$ cat src/adpcm_pkg.sv
// ----------------------------------------------------------------------------
// adpcm_pkg
// Shared types and constants of the ADPCM frame decoder.
// ----------------------------------------------------------------------------
`timescale 1ns / 1ps
`default_nettype none
package adpcm_pkg;

   localparam int PREDICTOR_COUNT = 8;
   localparam int BOOK_WORDS      = PREDICTOR_COUNT * 16;
   localparam int BOOK_AW         = $clog2(BOOK_WORDS);
   localparam int Q_SHIFT         = 11;
   localparam int FQ_DEPTH        = 2;
   localparam int CSR_IDX_W       = 1;

   localparam logic [1:0] OP_BOOK  = 2'd0;
   localparam logic [1:0] OP_START = 2'd1;
   localparam logic [1:0] OP_BYTE  = 2'd2;

   localparam logic [1:0] MODE_ZERO = 2'd0;
   localparam logic [1:0] MODE_LOOP = 2'd1;

   localparam logic [CSR_IDX_W-1:0] CSR_LOOP_OLDER = 1'b0;
   localparam logic [CSR_IDX_W-1:0] CSR_LOOP_NEWER = 1'b1;

   typedef struct packed {
      logic [1:0]         operation;
      logic [6:0]         book_address;
      logic signed [15:0] book_value;
      logic [1:0]         start_mode;
      logic [7:0]         stream_byte;
   } req_type;

   typedef struct packed {
      logic signed [15:0] first_sample;
      logic signed [15:0] second_sample;
      logic               frame_done;
   } rsp_type;

   typedef enum logic [1:0] {
      CMD_BOOK,
      CMD_START,
      CMD_BYTE
   } cmd_type;

   typedef struct packed {
      cmd_type            cmd;
      logic [6:0]         book_address;
      logic signed [15:0] book_value;
      logic [1:0]         start_mode;
      logic [7:0]         stream_byte;
   } qitem_type;

   typedef enum logic [1:0] {
      ST_IDLE,
      ST_MAC,
      ST_SAMPLE
   } back_state_type;

endpackage
`default_nettype wire

$ cat src/adpcm_front.sv
// ----------------------------------------------------------------------------
// adpcm_front
// Accepts request words, drops unused operations and queues the rest.
// ----------------------------------------------------------------------------
`timescale 1ns / 1ps
`default_nettype none
module adpcm_front (
   input  wire logic                  clock,
   input  wire logic                  reset,
   input  wire logic                  req_push,
   output logic                       req_full,
   input  wire adpcm_pkg::req_type    req_item,
   output logic                       q_valid,
   output adpcm_pkg::qitem_type       q_item,
   input  wire logic                  q_pop
);
   import adpcm_pkg::*;

   localparam int PW = $clog2(FQ_DEPTH);
   localparam int CW = $clog2(FQ_DEPTH + 1);

   qitem_type        ent_ff [FQ_DEPTH];
   logic [PW-1:0]    wr_ff, wr_in, rd_ff, rd_in;
   logic [CW-1:0]    cnt_ff, cnt_in;
   qitem_type        cls;
   logic             keep, push_ok, do_wr;

   always_comb begin
      cls.book_address = req_item.book_address;
      cls.book_value   = req_item.book_value;
      cls.start_mode   = req_item.start_mode;
      cls.stream_byte  = req_item.stream_byte;
      keep             = 1'b1;
      unique case (req_item.operation)
         OP_BOOK:  cls.cmd = CMD_BOOK;
         OP_START: cls.cmd = CMD_START;
         OP_BYTE:  cls.cmd = CMD_BYTE;
         default: begin
            cls.cmd = CMD_BOOK;
            keep    = 1'b0;
         end
      endcase
   end

   assign req_full = (cnt_ff == CW'(FQ_DEPTH));
   assign push_ok  = req_push && !req_full;
   assign do_wr    = push_ok && keep;
   assign q_valid  = (cnt_ff != '0);
   assign q_item   = ent_ff[rd_ff];

   always_comb begin
      wr_in  = wr_ff;
      rd_in  = rd_ff;
      cnt_in = cnt_ff;
      if (do_wr) begin
         wr_in = (wr_ff == PW'(FQ_DEPTH - 1)) ? '0 : wr_ff + 1'b1;
      end
      if (q_pop) begin
         rd_in = (rd_ff == PW'(FQ_DEPTH - 1)) ? '0 : rd_ff + 1'b1;
      end
      if (do_wr && !q_pop) begin
         cnt_in = cnt_ff + 1'b1;
      end else if (!do_wr && q_pop) begin
         cnt_in = cnt_ff - 1'b1;
      end
   end

   always_ff @(posedge clock) begin
      if (reset) begin
         wr_ff  <= '0;
         rd_ff  <= '0;
         cnt_ff <= '0;
      end else begin
         wr_ff  <= wr_in;
         rd_ff  <= rd_in;
         cnt_ff <= cnt_in;
      end
   end

   always_ff @(posedge clock) begin
      if (do_wr) begin
         ent_ff[wr_ff] <= cls;
      end
   end

endmodule
`default_nettype wire

$ cat src/adpcm_back.sv
// ----------------------------------------------------------------------------
// adpcm_back
// Codebook memory, frame state and the shared multiply-accumulate sequencer.
// ----------------------------------------------------------------------------
`timescale 1ns / 1ps
`default_nettype none
module adpcm_back (
   input  wire logic                  clock,
   input  wire logic                  reset,
   input  wire logic                  q_valid,
   input  wire adpcm_pkg::qitem_type  q_item,
   output logic                       q_pop,
   input  wire logic signed [15:0]    loop_older,
   input  wire logic signed [15:0]    loop_newer,
   output logic                       rsp_empty,
   input  wire logic                  rsp_pop,
   output adpcm_pkg::rsp_type         rsp_item
);
   import adpcm_pkg::*;

   back_state_type     state_ff, state_in;
   logic [3:0]         pos_ff, scale_ff;
   logic [2:0]         psel_ff;
   logic signed [15:0] hist_old_ff, hist_new_ff;
   logic signed [15:0] res_ff [8];
   logic [2:0]         grp_ff, samp_ff;
   logic [3:0]         tap_ff, rd_tap_ff;
   logic               rd_vld_ff, prod_vld_ff;
   logic signed [15:0] rdata_ff;
   logic signed [31:0] prod_ff;
   logic [31:0]        acc_ff;
   logic signed [15:0] s0_ff;
   logic               out_valid_ff;
   rsp_type            out_ff;
   logic signed [15:0] book_mem [BOOK_WORDS];

   logic               issuing, drained, first_pass, done;
   logic [BOOK_AW-1:0] rd_addr;
   logic               row;
   logic [2:0]         col, jj;
   logic signed [15:0] operand, res_hi, res_lo;
   logic signed [15:0] sample;
   logic [31:0]        acc_in;

   function automatic logic signed [15:0] make_res(input logic [3:0] nib,
                                                   input logic [3:0] sh);
      logic signed [15:0] w;
      w = {{12{nib[3]}}, nib};
      return w <<< sh;
   endfunction

   // pop when the item can be finished; data bytes need a free result slot
   assign q_pop = (state_ff == ST_IDLE) && q_valid &&
                  (q_item.cmd != CMD_BYTE || pos_ff == 4'd0 || !out_valid_ff);

   assign jj     = {pos_ff[1:0] - 2'd1, 1'b0};
   assign res_hi = make_res(q_item.stream_byte[7:4], scale_ff);
   assign res_lo = make_res(q_item.stream_byte[3:0], scale_ff);

   assign issuing    = (state_ff == ST_MAC) && ({1'b0, tap_ff} < ({2'b0, samp_ff} + 5'd2));
   assign drained    = !issuing && !rd_vld_ff && !prod_vld_ff;
   assign first_pass = (samp_ff == grp_ff);
   assign done       = (pos_ff >= 4'd8);

   // term 0 uses row 0, every later term row 1; residual taps walk backward
   assign row = (tap_ff != 4'd0);
   assign col = (tap_ff <= 4'd1) ? samp_ff : samp_ff - tap_ff[2:0] + 3'd1;
   assign rd_addr = BOOK_AW'(int'(psel_ff) * 16 + int'(row) * 8 + int'(col));

   always_comb begin
      unique case (rd_tap_ff)
         4'd0:    operand = hist_old_ff;
         4'd1:    operand = hist_new_ff;
         default: operand = res_ff[3'(rd_tap_ff - 4'd2)];
      endcase
   end

   // arithmetic shift by 11 then clamp to 16 bits
   always_comb begin
      if (!acc_ff[31] && acc_ff[30:26] != 5'b0) begin
         sample = 16'sh7fff;
      end else if (acc_ff[31] && acc_ff[30:26] != 5'b11111) begin
         sample = -16'sh8000;
      end else begin
         sample = acc_ff[26:11];
      end
   end

   always_comb begin
      state_in = state_ff;
      unique case (state_ff)
         ST_IDLE: begin
            if (q_pop && q_item.cmd == CMD_BYTE && pos_ff != 4'd0) begin
               state_in = ST_MAC;
            end
         end
         ST_MAC: begin
            if (drained) begin
               state_in = ST_SAMPLE;
            end
         end
         ST_SAMPLE: begin
            state_in = first_pass ? ST_MAC : ST_IDLE;
         end
         default: state_in = ST_IDLE;
      endcase
   end

   always_comb begin
      acc_in = acc_ff;
      if (state_ff == ST_IDLE) begin
         acc_in = 32'(res_hi) << Q_SHIFT;
      end else if (state_ff == ST_SAMPLE) begin
         acc_in = 32'(res_ff[grp_ff + 3'd1]) << Q_SHIFT;
      end else if (prod_vld_ff) begin
         acc_in = acc_ff + prod_ff;
      end
   end

   always_ff @(posedge clock) begin
      if (reset) begin
         state_ff     <= ST_IDLE;
         pos_ff       <= '0;
         scale_ff     <= '0;
         psel_ff      <= '0;
         hist_old_ff  <= '0;
         hist_new_ff  <= '0;
         res_ff       <= '{default: '0};
         rd_vld_ff    <= 1'b0;
         prod_vld_ff  <= 1'b0;
         out_valid_ff <= 1'b0;
      end else begin
         state_ff    <= state_in;
         rd_vld_ff   <= issuing;
         prod_vld_ff <= rd_vld_ff;
         if (rsp_pop && out_valid_ff) begin
            out_valid_ff <= 1'b0;
         end
         if (q_pop) begin
            unique case (q_item.cmd)
               CMD_START: begin
                  if (q_item.start_mode == MODE_ZERO) begin
                     hist_old_ff <= '0;
                     hist_new_ff <= '0;
                  end else if (q_item.start_mode == MODE_LOOP) begin
                     hist_old_ff <= loop_older;
                     hist_new_ff <= loop_newer;
                  end
                  pos_ff <= '0;
                  res_ff <= '{default: '0};
               end
               CMD_BYTE: begin
                  if (pos_ff == 4'd0) begin
                     scale_ff <= q_item.stream_byte[7:4];
                     psel_ff  <= 3'(q_item.stream_byte[2:0] % PREDICTOR_COUNT);
                     pos_ff   <= 4'd1;
                  end else begin
                     res_ff[jj]        <= res_hi;
                     res_ff[jj + 3'd1] <= res_lo;
                  end
               end
               default: ;
            endcase
         end
         if (state_ff == ST_SAMPLE && !first_pass) begin
            out_valid_ff <= 1'b1;
            if (grp_ff == 3'd6) begin
               hist_old_ff <= s0_ff;
               hist_new_ff <= sample;
            end
            pos_ff <= done ? 4'd0 : pos_ff + 4'd1;
         end
      end
   end

   always_ff @(posedge clock) begin
      acc_ff    <= acc_in;
      rdata_ff  <= book_mem[rd_addr];
      rd_tap_ff <= tap_ff;
      prod_ff   <= rdata_ff * operand;
      if (q_pop && q_item.cmd == CMD_BOOK && int'(q_item.book_address) < BOOK_WORDS) begin
         book_mem[BOOK_AW'(q_item.book_address)] <= q_item.book_value;
      end
      if (state_ff == ST_IDLE) begin
         grp_ff  <= jj;
         samp_ff <= jj;
         tap_ff  <= '0;
      end else if (state_ff == ST_SAMPLE) begin
         s0_ff   <= sample;
         samp_ff <= grp_ff + 3'd1;
         tap_ff  <= '0;
      end else if (issuing) begin
         tap_ff <= tap_ff + 4'd1;
      end
      if (state_ff == ST_SAMPLE && !first_pass) begin
         out_ff.first_sample  <= s0_ff;
         out_ff.second_sample <= sample;
         out_ff.frame_done    <= done;
      end
   end

   assign rsp_empty = !out_valid_ff;
   assign rsp_item  = out_ff;

   a_pop_idle: assert property (@(posedge clock) disable iff (reset)
      q_pop |-> state_ff == ST_IDLE) else $error("queue popped while busy");
   a_busy_pos: assert property (@(posedge clock) disable iff (reset)
      state_ff != ST_IDLE |-> pos_ff != 4'd0) else $error("mac without data byte");
   a_slot_free: assert property (@(posedge clock) disable iff (reset)
      state_ff == ST_SAMPLE && !first_pass |-> !out_valid_ff)
      else $error("result slot overwritten");
   a_sample_pair: assert property (@(posedge clock) disable iff (reset)
      state_ff == ST_MAC |-> samp_ff == grp_ff || samp_ff == grp_ff + 3'd1)
      else $error("sample index out of group");

endmodule
`default_nettype wire

$ cat src/adpcm_frame_decoder.sv
// path: a word passes through the input queue; a codebook word, start word or
// header byte takes effect when popped; a data byte runs the MAC sequencer, the
// later in its group the longer: one product per cycle on the shared multiplier
// capacity: one word in flight in the back end; two words queue at the input
// reset: synchronous, clears history, frame state and queues; codebook not cleared
// ----------------------------------------------------------------------------
// adpcm_frame_decoder
// Second-order ADPCM frame decoder with a queued front end and a MAC back end.
// ----------------------------------------------------------------------------
`timescale 1ns / 1ps
`default_nettype none
module adpcm_frame_decoder (
   input  wire logic                                clock,
   input  wire logic                                reset,
   input  wire logic                                req_push,
   output logic                                     req_full,
   input  wire adpcm_pkg::req_type                  req_item,
   output logic                                     rsp_empty,
   input  wire logic                                rsp_pop,
   output adpcm_pkg::rsp_type                       rsp_item,
   input  wire logic                                csr_we,
   input  wire logic [adpcm_pkg::CSR_IDX_W-1:0]     csr_index,
   input  wire logic [15:0]                         csr_data
);
   import adpcm_pkg::*;

   logic signed [15:0] loop_older_ff, loop_newer_ff;
   logic               q_valid, q_pop;
   qitem_type          q_item;

   always_ff @(posedge clock) begin
      if (reset) begin
         loop_older_ff <= '0;
         loop_newer_ff <= '0;
      end else if (csr_we) begin
         unique case (csr_index)
            CSR_LOOP_OLDER: loop_older_ff <= csr_data;
            CSR_LOOP_NEWER: loop_newer_ff <= csr_data;
            default: ;
         endcase
      end
   end

   adpcm_front u_front (
      .clock    (clock),
      .reset    (reset),
      .req_push (req_push),
      .req_full (req_full),
      .req_item (req_item),
      .q_valid  (q_valid),
      .q_item   (q_item),
      .q_pop    (q_pop)
   );

   adpcm_back u_back (
      .clock      (clock),
      .reset      (reset),
      .q_valid    (q_valid),
      .q_item     (q_item),
      .q_pop      (q_pop),
      .loop_older (loop_older_ff),
      .loop_newer (loop_newer_ff),
      .rsp_empty  (rsp_empty),
      .rsp_pop    (rsp_pop),
      .rsp_item   (rsp_item)
   );

endmodule
`default_nettype wire
$ cat config.mk
export PLATFORM = sky130hd
export DESIGN_NAME = adpcm_frame_decoder
export DESIGN_NICKNAME = d
export VERILOG_FILES = /design/src/adpcm_pkg.sv /design/src/adpcm_front.sv /design/src/adpcm_back.sv /design/src/adpcm_frame_decoder.sv
export SDC_FILE = /design/constraint.sdc
export NUM_CORES = 2
export LEC_CHECK = 0
export ABC_AREA = 0
export CELL_PAD_IN_SITES_DETAIL_PLACEMENT = 0
export CELL_PAD_IN_SITES_GLOBAL_PLACEMENT = 2
export CORE_AREA = 2 2 534 536
export CTS_BUF_LIST = sky130_fd_sc_hd__clkbuf_4 sky130_fd_sc_hd__clkbuf_8
export CTS_CLUSTER_SIZE = 25
export DETAILED_ROUTE_END_ITERATION = 12
export DIE_AREA = 0 0 536 538
export DONT_BUFFER_PORTS = 1
export GPL_TIMING_DRIVEN = 0
export PLACE_DENSITY = 0.73
export SLEW_MARGIN = 20
export SYNTH_ARGS = -nofsm -noshare
export SYNTH_HDL_FRONTEND = slang
export SYNTH_SLANG_ARGS = --single-unit
$ cat constraint.sdc
create_clock -name clock -period 8.9 [get_ports clock]
set_clock_uncertainty 0.2 [all_clocks]
set_input_delay 1.78 -clock clock [delete_from_list [all_inputs] [get_ports clock]]
set_output_delay 1.78 -clock clock [all_outputs]
set_load 0.02 [all_outputs]
==> flow_summary.yaml <==
yosys:
  synth_cells: 6421
  async_flop_share_pct: 0
  synth-edff-count: 2192
  ys_seq_area_share_pct: 66.9
  synth.distinct_cells: 67
  ys.flop_type: "edfxtp_1"
  synth_seq_cells: 2473
  syn_nets: 6870
  syn_area_per_cell_um2: 16.6
  netlist_area_um2: 107000
  yosys_warnings: 0
grt:
  grt_pass1_wl_mm: 437
  grtUsageTotal_pct: 21.0
  grt_max_degree: 129
  grt_antenna_before_repair: 14
  gr-total-overflow: 0
  grt_pass1_vias: 61200
route:
  vias: 60300
  postRouteAntennaNets: 0
  first_pass_iters: 6
  wl_per_cell_um: 27.6
  vias_per_cell: 5.46
  drt_iter0_markers: 6562
  drc: 0
  drt_wl_total_mm: 304
sta:
  period_needed_ps: 8600
  finalWorstSetupSlack_ps: 303
  finalMaxSlewViolations: 0
  hold_viol_final: 0
  rsz0062_at_grt: "true"
  max_clock_freq_mhz: 116
  relSlewSlack_pct: 15.5
  finalCritPeriodShare_pct: 96.6
  whs_ps: 152
  setup_violations: 0
  worst_pin_slew_ps: 1260
run_status:
  outcome: "complete, no violations"
placed_design:
  port_buffers: 0
  dp_slack_ps: -1390
  dp_hpwl_mm: 215
  dpl-instance-area_um2: 114000
  place.gp.congestion: 0.873
critical_path:
  worst-path-max-fanout: 10
  r2r_start: "u_back.rd_tap_ff[1]"
  startpoint_type: "flop"
  worstRegToRegCells: 25
  cp.arrival_ps: 9200
  endpoint_kind: "flop"
  cp.required_ps: 9510
  rrSetupSlack_ps: 300
  r2r_end: "u_back.prod_ff[31]"
  criticalPathCategory: "reg -> reg"
pwr:
  power.density_nw_per_um2: 258
  leakage_nw: 40.1
  vdd_drop_max_mv: 0.180
  power_mw: 31.6
hold_path:
  hold_class: "reg -> reg"
  hold_depth: 0
  worstHoldEndpoint: "u_back.rsp_item[21]"
  min_from: "u_back.s0_ff[4]"
cts:
  cts_hold_buffers: 0
  cts_tree: "yes"
  clockRootBuffer: "clkbuf_8"
  cts_buffers: 400
  cts_buffer_depth: 4
  clock_latency_ps: 1040
  cts_max_level: 5
  path_clk_slew_ps: 60
  cts_sinks: 2473
cells_and_area:
  fill_cells: 25200
  design_area_um2: 122000
  mostFrequentLayoutCells: "2192 x edfxtp_1, 548 x mux4_2, 469 x nand2_1, 410 x clkbuf_8, 349 x inv_1"
  final_nets: 7419
  final_common_cell: "edfxtp_1"
  drive_gt1_share_pct: 22.4
  area.growth.synth_to_final_pct: 14.5
  finish.utilization_pct: 43.2
floorplan:
  core-area_um2: 283000
  die_w_um: 536
  die_y_um: 538
  initial_utilization_pct: 37.7
  placementRows: 196
  die_area_um2: 288000
  io_pins: 92
flow_run:
  max-cap-violations: 0
-- metrics by stage --
stage,TNS (ps),cells
floorplan,0,6421
global placement,-21950,10200
detailed placement,-12090,10300
CTS,0,11000
global route,-47.0,11000
finish,0,11000
-- critical path: stages, from the launching register on --
cell	delay, ps
dfxtp_1	510
or2_2	170
clkbuf_1	380
nor2_2	120
clkbuf_2	350
o21ai_2	710
clkbuf_1	690
nor2_1	130
fa_1	530
fa_1	420
fa_1	550
fa_1	450
fa_1	500
inv_1	50
fa_1	530
inv_1	60
ha_1	350
a21o_1	180
a21o_1	170
a21oi_1	210
o211ai_1	160
nand2_1	210
o311ai_1	180
a31o_2	270
a21oi_1	170
xnor2_1	140
-- synthesized netlist by cell type, drive strengths merged, types with 9 or more instances --
| cell type | number | area, µm² |
|---|---|---|
| edfxtp | 2192 | 65800 |
| mux4 | 548 | 12300 |
| nand2 | 469 | 1760 |
| nor2 | 377 | 1420 |
| inv | 350 | 1310 |
| dfxtp | 281 | 5630 |
| fa | 263 | 5270 |
| mux2i | 239 | 2390 |
| a21oi | 223 | 1120 |
| clkbuf | 222 | 833 |
| and2 | 140 | 876 |
| nand3 | 133 | 666 |
| buf | 131 | 657 |
| ha | 129 | 1610 |
| o22ai | 107 | 669 |
| a31oi | 78 | 488 |
| o21ai | 70 | 354 |
| a211oi | 58 | 435 |
| xnor2 | 56 | 498 |
| o221ai | 45 | 394 |
| a22oi | 41 | 308 |
| nor3 | 31 | 155 |
| nand2b | 25 | 156 |
| xor2 | 24 | 210 |
| a21o | 23 | 173 |
| mux2 | 20 | 225 |
| nor4 | 18 | 113 |
| o21a | 18 | 135 |
| nor2b | 16 | 100 |
| o21bai | 13 | 97.6 |
| o32ai | 9 | 78.8 |
| or2 | 9 | 56.3 |
-- how the worst max path moves through the flow --
stage                        startpoint                 end  cells after the start
floorplan           u_back.rd_tap_ff[0]  u_back.prod_ff[31]                     28
global placement    u_back.rd_tap_ff[0]  u_back.prod_ff[31]                     29
detailed placement  u_back.rd_tap_ff[0]  u_back.prod_ff[31]                     29
CTS                 u_back.rd_tap_ff[0]  u_back.prod_ff[31]                     26
global route        u_back.rd_tap_ff[0]  u_back.prod_ff[31]                     26
finish              u_back.rd_tap_ff[1]  u_back.prod_ff[31]                     25
-- area by class of cell --
class | instances | area (µm²) | area share, %
diodes | 9 | 22.5 | 0.0184
plain buffers | 350 | 1550 | 1.27
clock buffers | 529 | 6540 | 5.34
clock inverters | 168 | 1210 | 0.988
inverters | 351 | 1320 | 1.08
multi-input cells | 3244 | 33500 | 27.4
flip-flops and latches | 2473 | 71400 | 58.4
well taps | 3762 | 4710 | 3.85
repair buffers | 150 | 2080 | 1.70
-- flip-flops by register name (all words and copies together), names as in the netlist, 32 cells and up, named ones only --
| register | count |
|---|---|
| u_back.book_mem | 2048 |
| u_front.ent_ff | 70 |
| u_back.rsp_item | 33 |
| u_back.acc_ff | 32 |
| u_back.prod_ff | 32 |
| u_back.res_ff | 128 |
-- kinds of logic (layout without fill, tap and decap cells) --
kind of cell / Yosys count / in the layout / share of synthesized area [%]
DFF: 2473 / 2473 / 66.9
and+or+nand+nor: 1241 / 1241 / 5.11
muxes: 807 / 807 / 14.0
AOI/OAI and AO/OA: 724 / 724 / 4.29
buffers and inverters: 704 / 1548 / 2.63
adders and majority gates: 392 / 392 / 6.44
xor gates and xnor gates: 80 / 80 / 0.663
other: 0 / 9 / 0
-- report_power, final --
| part | switching [mW] | total, mW | internal, mW |
|---|---|---|---|
| Combinational | 5.19 | 8.02 | 2.83 |
| Sequential | 0.258 | 13.9 | 13.7 |
| Clock | 4.50 | 9.70 | 5.20 |
-- repair_timing --
item,in CTS,in global routing
cloned,0,0
setup buffers,1,3
gates resized for setup,47,20
pin swaps,1,4
endpoints found under the setup margin,16,6
-- per-layer routing --
| metal | share of wire, % | wire length [µm] | track usage [%] | up-vias |
|---|---|---|---|---|
| li1 | - | - | - | 25700 |
| met1 | 41 | 126000 | 28.4 | 31700 |
| met2 | 48 | 146000 | 34.2 | 2347 |
| met3 | 7.3 | 22200 | 3.70 | 498 |
| met4 | 3.3 | 9970 | 6.91 | 8 |
| met5 | 0.021 | 63 | 0 | - |
No activity file was read; power rests on OpenSTA's default activity.
